**src/hw/rtl/i8mvp_pkg.sv**
```systemverilog
package i8mvp_pkg;

    // activation store depth and derived address width
    localparam int MAX_COLUMNS = 4096;
    localparam int ADDR_W      = $clog2(MAX_COLUMNS);

    // field and register widths
    localparam int ELEM_W     = 8;
    localparam int PROD_W     = 2 * ELEM_W;
    localparam int ACC_W      = 28;
    localparam int ROW_W      = 16;
    localparam int COL_W      = 13;
    localparam int ROW_CNT_W  = 17;
    localparam int CFG_DATA_W = 17;

    // result queue
    localparam int FIFO_DEPTH = 8;
    localparam int FIFO_AW    = $clog2(FIFO_DEPTH);

    localparam logic [COL_W-1:0]     MAX_COLS_C  = COL_W'(MAX_COLUMNS);
    localparam logic [COL_W-1:0]     ONE_COL_C   = COL_W'(1);
    localparam logic [ROW_CNT_W-1:0] MAX_ROWS_C  = ROW_CNT_W'(65536);
    localparam logic [ROW_CNT_W-1:0] ONE_ROW_C   = ROW_CNT_W'(1);
    localparam logic [COL_W-1:0]     COL_RESET_C = COL_W'(4096);
    localparam logic [ROW_CNT_W-1:0] ROW_RESET_C = ROW_CNT_W'(1);

    typedef enum logic {
        OP_ACT    = 1'b0,
        OP_WEIGHT = 1'b1
    } op_t;

    typedef enum logic {
        CFG_COLUMN_COUNT = 1'b0,
        CFG_ROW_COUNT    = 1'b1
    } cfg_index_t;

    typedef struct packed {
        op_t                      op;
        logic signed [ELEM_W-1:0] element_value;
    } in_word_t;

    typedef struct packed {
        logic signed [ACC_W-1:0] row_sum;
        logic [ROW_W-1:0]        row_number;
        logic                    last_row;
    } out_word_t;

    // row bookkeeping that travels with a weight through the mac pipeline
    typedef struct packed {
        logic             row_end;
        logic [ROW_W-1:0] row_number;
        logic             last_row;
    } tag_t;

endpackage

```
**src/hw/rtl/i8mvp_fifo.sv**
```systemverilog
module i8mvp_fifo (
    input  logic                 clk,
    input  logic                 rst_n,
    input  logic                 push,
    input  i8mvp_pkg::out_word_t push_word,
    input  logic                 pop,
    output logic                 head_valid,
    output i8mvp_pkg::out_word_t head_word
);

    i8mvp_pkg::out_word_t              entry [i8mvp_pkg::FIFO_DEPTH];
    logic [i8mvp_pkg::FIFO_AW-1:0]     wr_ptr_reg;
    logic [i8mvp_pkg::FIFO_AW-1:0]     rd_ptr_reg;
    logic [i8mvp_pkg::FIFO_AW:0]       count_reg;
    logic [i8mvp_pkg::FIFO_AW:0]       count_next;

    // space is reserved upstream, so a push never finds the queue full
    always_comb
    begin
        count_next = count_reg;
        if (push && !pop)
        begin
            count_next = count_reg + 1'b1;
        end
        else if (pop && !push)
        begin
            count_next = count_reg - 1'b1;
        end
    end

    always_ff @(posedge clk or negedge rst_n)
    begin
        if (!rst_n)
        begin
            wr_ptr_reg <= '0;
            rd_ptr_reg <= '0;
            count_reg  <= '0;
        end
        else
        begin
            if (push)
            begin
                wr_ptr_reg <= wr_ptr_reg + 1'b1;
            end
            if (pop)
            begin
                rd_ptr_reg <= rd_ptr_reg + 1'b1;
            end
            count_reg <= count_next;
        end
    end

    always_ff @(posedge clk)
    begin
        if (push)
        begin
            entry[wr_ptr_reg] <= push_word;
        end
    end

    assign head_valid = (count_reg != '0);
    assign head_word  = entry[rd_ptr_reg];

endmodule

```
**config.mk**
```make
export PLATFORM = sky130hd
export DESIGN_NAME = i8mvp_fifo
export DESIGN_NICKNAME = d
export VERILOG_FILES = /design/src/hw/rtl/i8mvp_pkg.sv /design/src/hw/rtl/i8mvp_fifo.sv
export SDC_FILE = /design/constraint.sdc
export NUM_CORES = 1
export LEC_CHECK = 0
export ABC_AREA = 0
export CAP_MARGIN = 5
export CELL_PAD_IN_SITES_DETAIL_PLACEMENT = 0
export CELL_PAD_IN_SITES_GLOBAL_PLACEMENT = 2
export CORE_ASPECT_RATIO = 1.2
export CORE_MARGIN = 4
export CORE_UTILIZATION = 55
export DETAILED_ROUTE_END_ITERATION = 10
export DONT_BUFFER_PORTS = 1
export PLACE_DENSITY_LB_ADDON = 0.2
export SLEW_MARGIN = 15
export SYNTH_ARGS = -nofsm -noshare
export SYNTH_HDL_FRONTEND = slang
export SYNTH_SLANG_ARGS = --single-unit
```
**constraint.sdc**
```tcl
create_clock -name clk -period 9.01 [get_ports clk]
set_input_delay 0.4505 -clock clk [delete_from_list [all_inputs] [get_ports clk]]
set_output_delay 0.4505 -clock clk [all_outputs]
set_load 0.02 [all_outputs]
```
==> results_dict.tcl <==
set metrics [dict create \
    largest_reg_flops 360 \
    drc 0 \
    diodes 0 \
    p_leak_uw 0.00529 \
    cp.arrival_ns 3.27 \
    pin_count 95 \
    clock_latency_ns 0.51 \
    critPathMaxFanout 54 \
    tritoncts "built" \
    synthArstFlopShare_pct 2.70 \
    grt_pass1_wl_um 38700 \
    drtIter0Drc 278 \
    worstPathRequired_ns 8.56 \
    drt_first_pass_iters 4 \
    fp.coreArea_mm2 0.0257 \
    grt_max_degree 93 \
    wl_per_cell_um 26.7 \
    synth.most_common_cell "edfxtp_1" \
    maxCapViolations 0 \
    layout-area-overhead-vs-synth_pct 11.1 \
    drive_gt1_share_pct 19.1 \
    tritoncts.num_buffers 37 \
    fp-row-count 64 \
    initial_core_util_pct 56.2 \
    post_cts_resized 0 \
    via_per_inst 6.15 \
    grt_use_total_pct 18.1 \
    synth_top_area_share_pct 74.8 \
    avgSynthCellArea_um2 25.0 \
    period_minus_slack_ns 3.72 \
    yosys.area.top_type "edfxtp_1" \
    via_count 5920 \
    fin_util_pct 62.5 \
    antenna_found_initial 0 \
    synth-edff-count 360 \
    die_x_um 156 \
    p_sw_uw 1520 \
    power.internal_uw 3650 \
    power.total_uw 5170 \
    fp.dieH_um 186 \
    timing.fmax_ghz 0.269 \
    grt_pass1_vias 6324 \
    yosys_warnings 0 \
    ys.flop_type "edfxtp_1" \
    synth_nets 634 \
    synthTopCellsByCount "edfxtp_1 (360), mux4_1 (89), mux2_2 (48)" \
    io_buffers 0 \
    hpwl_um 13700 \
    ys_top_cells_by_area "edfxtp_1 (75%), mux4_1 (16%), mux2_2 (3.7%)" \
    synth_seq_cells 370 \
    comb_power_share_pct 26.7 \
    synthDistinctLibCells 27 \
    crit_type "flip-flop to output port" \
    clkTransAtPathRegs_ns 0.06 \
    ys_seq_area_share_pct 76.6 \
    clockPowerShare_pct 28.6 \
    outcome "finished, final reports clean" \
    routed_wl_um 25700 \
    synthCells 579 \
    netlist_area_mm2 0.0144 \
    overflow 0 \
    gp_congestion 0.654 \
    slew_violations 0 \
    fin_crit_sh_pct 41.2 \
    ant_nets 0 \
    hold_violations 0 \
    nets 661 \
    dieArea_mm2 0.0289 \
    cp-start-kind "flip-flop" \
    sequentialPowerShare_pct 44.7 \
    postCtsSetupBuffers 0 \
    maxSlewHeadroom_pct 40.1 \
    cts.path.max_buffers 3 \
    p_sw_share_pct 29.4 \
    cp-end-kind "output port" \
    setup_viol 0 \
    cts_num_sinks 370 \
    hp-class "input port to flip-flop" \
    rsz0062_at_grt "false" \
    worst_slew_pin_slew_ns 0.898 \
    totalNegativeSetupSlack_ns 0 \
    peakVddDrop_uv 205 \
    cts-root-buf "clkbuf_16" \
    skew_ns 0.0214 \
    cts_max_level 2 \
    powerDensity_mw_per_mm2 322 \
]
power by group through the flow:
stage          clock network [uW]  logic (uW)  registers, uW
3_5_place_dp                    0        1370           2400
4_1_cts                      1510        1370           2360
3_3_place_gp                    0        1350           2380
2_1_floorplan                   0        1200           2260
6_report                     1480        1380           2310
5_1_grt                      1600        1470           2330
critical path, cell delays in order (launching register included):
cell and delay [ns]:
dfrtp_4 0.86, buf_4 0.81, mux4_1 0.66, mux2_2 0.35
metrics by stage:
stage	area [um2]	hold WS (ns)	instances	setup slack [ns]
2_1_floorplan	14400	0.155	579	4.86
3_3_place_gp	14800	0.155	895	5.81
3_5_place_dp	14800	0.155	895	5.77
4_1_cts	16000	0.00785	961	5.22
5_1_grt	16100	0.00122	962	5.18
6_report	16100	0.0287	962	5.29
kinds of logic after synthesis:
family	Yosys count	share of synthesized area (%)
mux	139	20.2
fa+ha+maj	6	0.572
buf+inv	28	1.26
flops	370	76.6
xor+xnor	6	0.364
simple gates	24	0.814
compound gates	6	0.286
area by class of cell:
type	count	area, um2
Clock buffer	49	992
Fill cell	1692	9650
Sequential cell	370	11100
Tap cell	330	413
Inverter	2	7.51
Clock inverter	16	186
Multi-Input combinational cell	181	3260
Timing Repair Buffer	14	128
worst paths after layout:
path,cells after the start,endpoint,slack [ns],startpoint
worst max-delay path,3,head_word[2],5.29,rd_ptr_reg[0]$_DFFE_PN0P_
worst min-delay path,0,entry[1][38]$_DFFE_PP_,0.03,push_word[38]
worst max register to register,3,entry[4][9]$_DFFE_PP_,6.66,wr_ptr_reg[0]$_DFFE_PN0P_
worst min register to register,2,count_reg[2]$_DFFE_PN0P_,0.51,count_reg[2]$_DFFE_PN0P_
max in group asynchronous,1,rd_ptr_reg[1]$_DFFE_PN0P_,8.29,rst_n
min in group asynchronous,1,rd_ptr_reg[0]$_DFFE_PN0P_,0.35,rst_n
cells in the final DEF, fill, tap and decap left out, drive strengths merged:
| cell type | instances |
|---|---|
| a2111o | 1 |
| a21oi | 2 |
| buf | 13 |
| bufinv | 4 |
| clkbuf | 49 |
| clkinv | 11 |
| clkinvlp | 1 |
| dfrtp | 10 |
| dlygate4sd3 | 1 |
| edfxtp | 360 |
| fa | 1 |
| ha | 5 |
| inv | 2 |
| mux2 | 48 |
| mux2i | 1 |
| mux4 | 90 |
| nand2 | 6 |
| nand2b | 3 |
| nand3 | 2 |
| nand3b | 1 |
| nor2 | 6 |
| nor3 | 3 |
| o211ai | 2 |
| o21ai | 1 |
| or3 | 1 |
| or4 | 2 |
| xnor2 | 4 |
| xor2 | 2 |
what timing repair did:
| action | CTS | global route |
|---|---|---|
| setup endpoints to repair | 0 | 0 |
| hold buffers | 1 | 0 |
| endpoints found under the hold margin | 10 | 0 |
per-layer routing:
metal  GRT usage (%)  wire length, um  part of all wire (%)  vias up
li1                -                -                     -     2604
met1            22.2             9980                    39     3141
met2            31.7            13600                    53      141
met3            5.00             1640                   6.4       34
met4            4.90              461                   1.8        0
met5               0                0                     0        -
(Power assumes the default switching activity.)
