--- config.mk ---
export PLATFORM = sky130hd
export DESIGN_NAME = i8mvp_mac
export DESIGN_NICKNAME = d
export VERILOG_FILES = /design/src/hw/rtl/i8mvp_pkg.sv /design/src/hw/rtl/i8mvp_mac.sv
export SDC_FILE = /design/constraint.sdc
export NUM_CORES = 1
export LEC_CHECK = 0
export BUFFER_PORTS_ARGS = -buffer_cell sky130_fd_sc_hd__buf_2
export CAP_MARGIN = 20
export CORE_MARGIN = 3
export CORE_UTILIZATION = 35
export DETAILED_ROUTE_END_ITERATION = 8
export PLACE_DENSITY_LB_ADDON = 0.2
export SETUP_SLACK_MARGIN = 0.3
export SYNTH_ARGS = -nofsm -noshare
export SYNTH_HDL_FRONTEND = slang
export SYNTH_SLANG_ARGS = --single-unit
export TNS_END_PERCENT = 30
--- constraint.sdc ---
create_clock -name clk -period 5.2 [get_ports clk]
set_input_delay 0.26 -clock clk [delete_from_list [all_inputs] [get_ports clk]]
set_output_delay 0.26 -clock clk [all_outputs]
set_load 0.05 [all_outputs]
--- src/hw/rtl/i8mvp_pkg.sv ---
package i8mvp_pkg;

    // activation store depth and derived address width
    localparam int MAX_COLUMNS = 4096;
    localparam int ADDR_W      = $clog2(MAX_COLUMNS);

    // field and register widths
    localparam int ELEM_W     = 8;
    localparam int PROD_W     = 2 * ELEM_W;
    localparam int ACC_W      = 28;
    localparam int ROW_W      = 16;
    localparam int COL_W      = 13;
    localparam int ROW_CNT_W  = 17;
    localparam int CFG_DATA_W = 17;

    // result queue
    localparam int FIFO_DEPTH = 8;
    localparam int FIFO_AW    = $clog2(FIFO_DEPTH);

    localparam logic [COL_W-1:0]     MAX_COLS_C  = COL_W'(MAX_COLUMNS);
    localparam logic [COL_W-1:0]     ONE_COL_C   = COL_W'(1);
    localparam logic [ROW_CNT_W-1:0] MAX_ROWS_C  = ROW_CNT_W'(65536);
    localparam logic [ROW_CNT_W-1:0] ONE_ROW_C   = ROW_CNT_W'(1);
    localparam logic [COL_W-1:0]     COL_RESET_C = COL_W'(4096);
    localparam logic [ROW_CNT_W-1:0] ROW_RESET_C = ROW_CNT_W'(1);

    typedef enum logic {
        OP_ACT    = 1'b0,
        OP_WEIGHT = 1'b1
    } op_t;

    typedef enum logic {
        CFG_COLUMN_COUNT = 1'b0,
        CFG_ROW_COUNT    = 1'b1
    } cfg_index_t;

    typedef struct packed {
        op_t                      op;
        logic signed [ELEM_W-1:0] element_value;
    } in_word_t;

    typedef struct packed {
        logic signed [ACC_W-1:0] row_sum;
        logic [ROW_W-1:0]        row_number;
        logic                    last_row;
    } out_word_t;

    // row bookkeeping that travels with a weight through the mac pipeline
    typedef struct packed {
        logic             row_end;
        logic [ROW_W-1:0] row_number;
        logic             last_row;
    } tag_t;

endpackage

--- src/hw/rtl/i8mvp_mac.sv ---
module i8mvp_mac (
    input  logic                                   clk,
    input  logic                                   rst_n,
    // weight issued in the same cycle as the activation read
    input  logic                                   issue_valid,
    input  logic signed [i8mvp_pkg::ELEM_W-1:0]    issue_weight,
    input  i8mvp_pkg::tag_t                        issue_tag,
    // activation from the store, registered by the ram in the cycle after issue
    input  logic signed [i8mvp_pkg::ELEM_W-1:0]    act_data,
    output logic                                   res_push,
    output i8mvp_pkg::out_word_t                   res_word
);

    // stage a: weight waits for the activation read
    logic                                   a_valid_reg;
    logic signed [i8mvp_pkg::ELEM_W-1:0]    a_weight_reg;
    i8mvp_pkg::tag_t                        a_tag_reg;

    // stage b: registered product
    logic                                   b_valid_reg;
    logic signed [i8mvp_pkg::PROD_W-1:0]    b_prod_reg;
    i8mvp_pkg::tag_t                        b_tag_reg;

    logic signed [i8mvp_pkg::PROD_W-1:0]    prod;
    logic signed [i8mvp_pkg::ACC_W-1:0]     acc_reg;
    logic signed [i8mvp_pkg::ACC_W-1:0]     acc_next;
    logic signed [i8mvp_pkg::ACC_W-1:0]     acc_sum;

    always_ff @(posedge clk or negedge rst_n)
    begin
        if (!rst_n)
        begin
            a_valid_reg <= 1'b0;
            b_valid_reg <= 1'b0;
            acc_reg     <= '0;
        end
        else
        begin
            a_valid_reg <= issue_valid;
            b_valid_reg <= a_valid_reg;
            acc_reg     <= acc_next;
        end
    end

    always_ff @(posedge clk)
    begin
        a_weight_reg <= issue_weight;
        a_tag_reg    <= issue_tag;
        b_prod_reg   <= prod;
        b_tag_reg    <= a_tag_reg;
    end

    assign prod = a_weight_reg * act_data;

    // sum wraps at accumulator width
    assign acc_sum = acc_reg
        + {{(i8mvp_pkg::ACC_W - i8mvp_pkg::PROD_W){b_prod_reg[i8mvp_pkg::PROD_W-1]}},
           b_prod_reg};

    always_comb
    begin
        acc_next = acc_reg;
        if (b_valid_reg)
        begin
            acc_next = b_tag_reg.row_end ? '0 : acc_sum;
        end
    end

    assign res_push            = b_valid_reg && b_tag_reg.row_end;
    assign res_word.row_sum    = acc_sum;
    assign res_word.row_number = b_tag_reg.row_number;
    assign res_word.last_row   = b_tag_reg.last_row;

endmodule

==> results_dict.tcl <==
set metrics [dict create \
    cts_root_buffer "clkbuf_16" \
    ys_types 59 \
    hpwlAfterDp_mm 10.4 \
    start_util_pct 36.3 \
    rsz0062_at_grt "no" \
    ys_async_sr_fraction_pct 33.3 \
    start_kind "flop" \
    maxSlewHeadroom_pct 43.8 \
    postLayoutCellArea_sq_mm 0.00745 \
    most-common-layout-cells "inv_1, buf_2, dfxtp_1, fa_1, ha_1" \
    path_cells "and2_1, fa_1, inv_1, fa_1, inv_1, fa_1, inv_1, fa_1, inv_1, ha_1, o21ai_0, a21boi_0, o21ai_0, a21boi_0, o21ai_0, nor2b_1, o211ai_1" \
    tns_ns 0 \
    path_delay_family "adder cells" \
    synthFlopType "dfxtp_1" \
    ys_ff_latch 90 \
    clkTransAtPathRegs_ns 0.08 \
    cp.arrival_ns 4.77 \
    drv_slew 0 \
    final_common_cell "inv_1" \
    cp.required_ns 5.43 \
    slowest_stage "fa_1" \
    drtIter0Drc 160 \
    critPathMaxFanout 8 \
    die_area_sq_mm 0.0198 \
    syn-instance-count 639 \
    place.gp.congestion 0.794 \
    die_h_microns 141 \
    n_antenna_cell 0 \
    vias 4627 \
    die_width_microns 141 \
    synth_edf_count 0 \
    cts_tree "built" \
    min_period_ns 4.54 \
    drive_gt1_share_pct 16.0 \
    coreArea_sq_mm 0.0175 \
    grt_pass1_vias 4951 \
    antenna_found_initial 0 \
    clk_path_buf_depth 2 \
    path_buf_inv 4 \
    yosysSeqAreaShare_pct 30.7 \
    maxCapViolations 0 \
    largest_register_ff_count 28 \
    ant_nets 0 \
    setup_ws_ns 0.661 \
    fmax_mhz 220 \
    syn_area_sq_mm 0.00637 \
    preCtsSetupSlack_ns 0.664 \
    synth.avg_cell_area_sq_um 9.96 \
    h-tree-depth 3 \
    numCtsBuffers 9 \
    crit_type "reg -> reg" \
    worst_pin_slew_ns 0.842 \
    overflow 0 \
    io_buffers 82 \
    wl_per_cell_microns 13.8 \
    worstHoldPathType "in -> reg" \
    wl_mm 13.3 \
    place_area_sq_mm 0.00689 \
    grtUsageTotal_pct 14.5 \
    layout.nets 880 \
    cts_setup_buffers 0 \
    setup_viol 0 \
    first_pass_iters 8 \
    timing.final.crit_share_pct 87.3 \
    synth_warnings 0 \
    vias_per_cell 4.81 \
    area_delta_synth_final_pct 17.1 \
    clkLatencyLatePin_ns 0.35 \
    crit_path_max_incr_delay_ns 0.55 \
    rows 48 \
    drc 0 \
    cts_sinks 90 \
    post_cts_resized 0 \
    endpoint_kind "flop" \
    final-hold-violation-count 0 \
    cts_hold_buf 26 \
    grt_max_degree 31 \
    io-pin-count 83 \
    grt_first_pass_wirelength_mm 23.6 \
    status "finished, final reports clean" \
    syn-num-nets 788 \
    finClkSkew_ns 0.0121 \
]
## cells by family (layout without fill, tap and decap cells)
logic type / count (synthesis) / in the layout / share of synthesized area (%)
adders and majority gates: 112 / 112 / 28.6
xor gates and xnor gates: 39 / 39 / 5.37
DFF: 90 / 90 / 30.7
muxes: 1 / 1 / 0.177
and+or+nand+nor: 149 / 149 / 12.6
buffers and inverters: 124 / 221 / 8.41
AOI/OAI and AO/OA: 124 / 124 / 14.1
## metal layers
layer / global-route usage (%) / vias up / part of all wire [%]
met1: 18.4 / 2270 / 46
met4: 3.98 / 0 / 1.1
li1: - / 2273 / -
met5: 0 / - / 0
met3: 3.02 / 7 / 4.0
met2: 25.1 / 77 / 49
## path summary, 6_finish.rpt
path / from / to / slack, ns / depth (start not counted)
min in group asynchronous: rst_n / a_valid_reg$_DFF_PN0_ / 0.51 / 2
setup / recovery: a_weight_reg[3]$_DFF_P_ / b_prod_reg[14]$_DFF_P_ / 0.66 / 17
max in group asynchronous: rst_n / acc_reg[10]$_DFFE_PN0P_ / 4.22 / 2
setup reg to reg: a_weight_reg[3]$_DFF_P_ / b_prod_reg[14]$_DFF_P_ / 0.66 / 17
hold reg to reg: a_tag_reg[11]$_DFF_P_ / res_word[11]$_DFF_P_ / 0.33 / 0
hold / removal: issue_valid / a_valid_reg$_DFF_PN0_ / 0.02 / 1
## Yosys cell counts (12+ instances only)
cell | number | area [sq um]
nor2b_1 | 21 | 131
buf_4 | 18 | 135
xnor2_1 | 32 | 280
o21ai_0 | 22 | 110
a21o_1 | 12 | 90.1
a22o_1 | 20 | 175
fa_1 | 56 | 1120
ha_1 | 56 | 701
and2_1 | 49 | 307
dfxtp_1 | 60 | 1200
inv_1 | 96 | 360
nand2_1 | 33 | 124
dfrtp_1 | 30 | 751
nor2_1 | 18 | 67.6
a21oi_1 | 24 | 120
## worst reg2reg max path, delay by kind of cell (launching register included)
kind,cells,cell delay (ns)
DFF,1,0.39
buffers and inverters,4,0.20
and+or+nand+nor,2,0.42
AOI/OAI and AO/OA,6,1.00
adders and majority gates,5,2.39
## layout make-up
class / count / area [sq um]
Timing Repair Buffer: 109 / 678
Multi-Input combinational cell: 425 / 3880
Inverter: 96 / 360
Tap cell: 225 / 282
Clock buffer: 9 / 225
Clock inverter: 7 / 78.8
Fill cell: 1786 / 10100
Sequential cell: 90 / 1950
## through the flow
step                      util, %  std cells  hold WS, ns
after global routing         42.5        961      0.00733
final                        42.5        961       0.0193
after detailed placement     39.3        919        0.312
after global placement       39.3        919        0.310
after CTS                    42.5        961      0.00363
after floorplan                 -        639      -0.0356
Power is not shown: default switching activity piles up to over one toggle a cycle in this logic, so the estimate is an artifact.
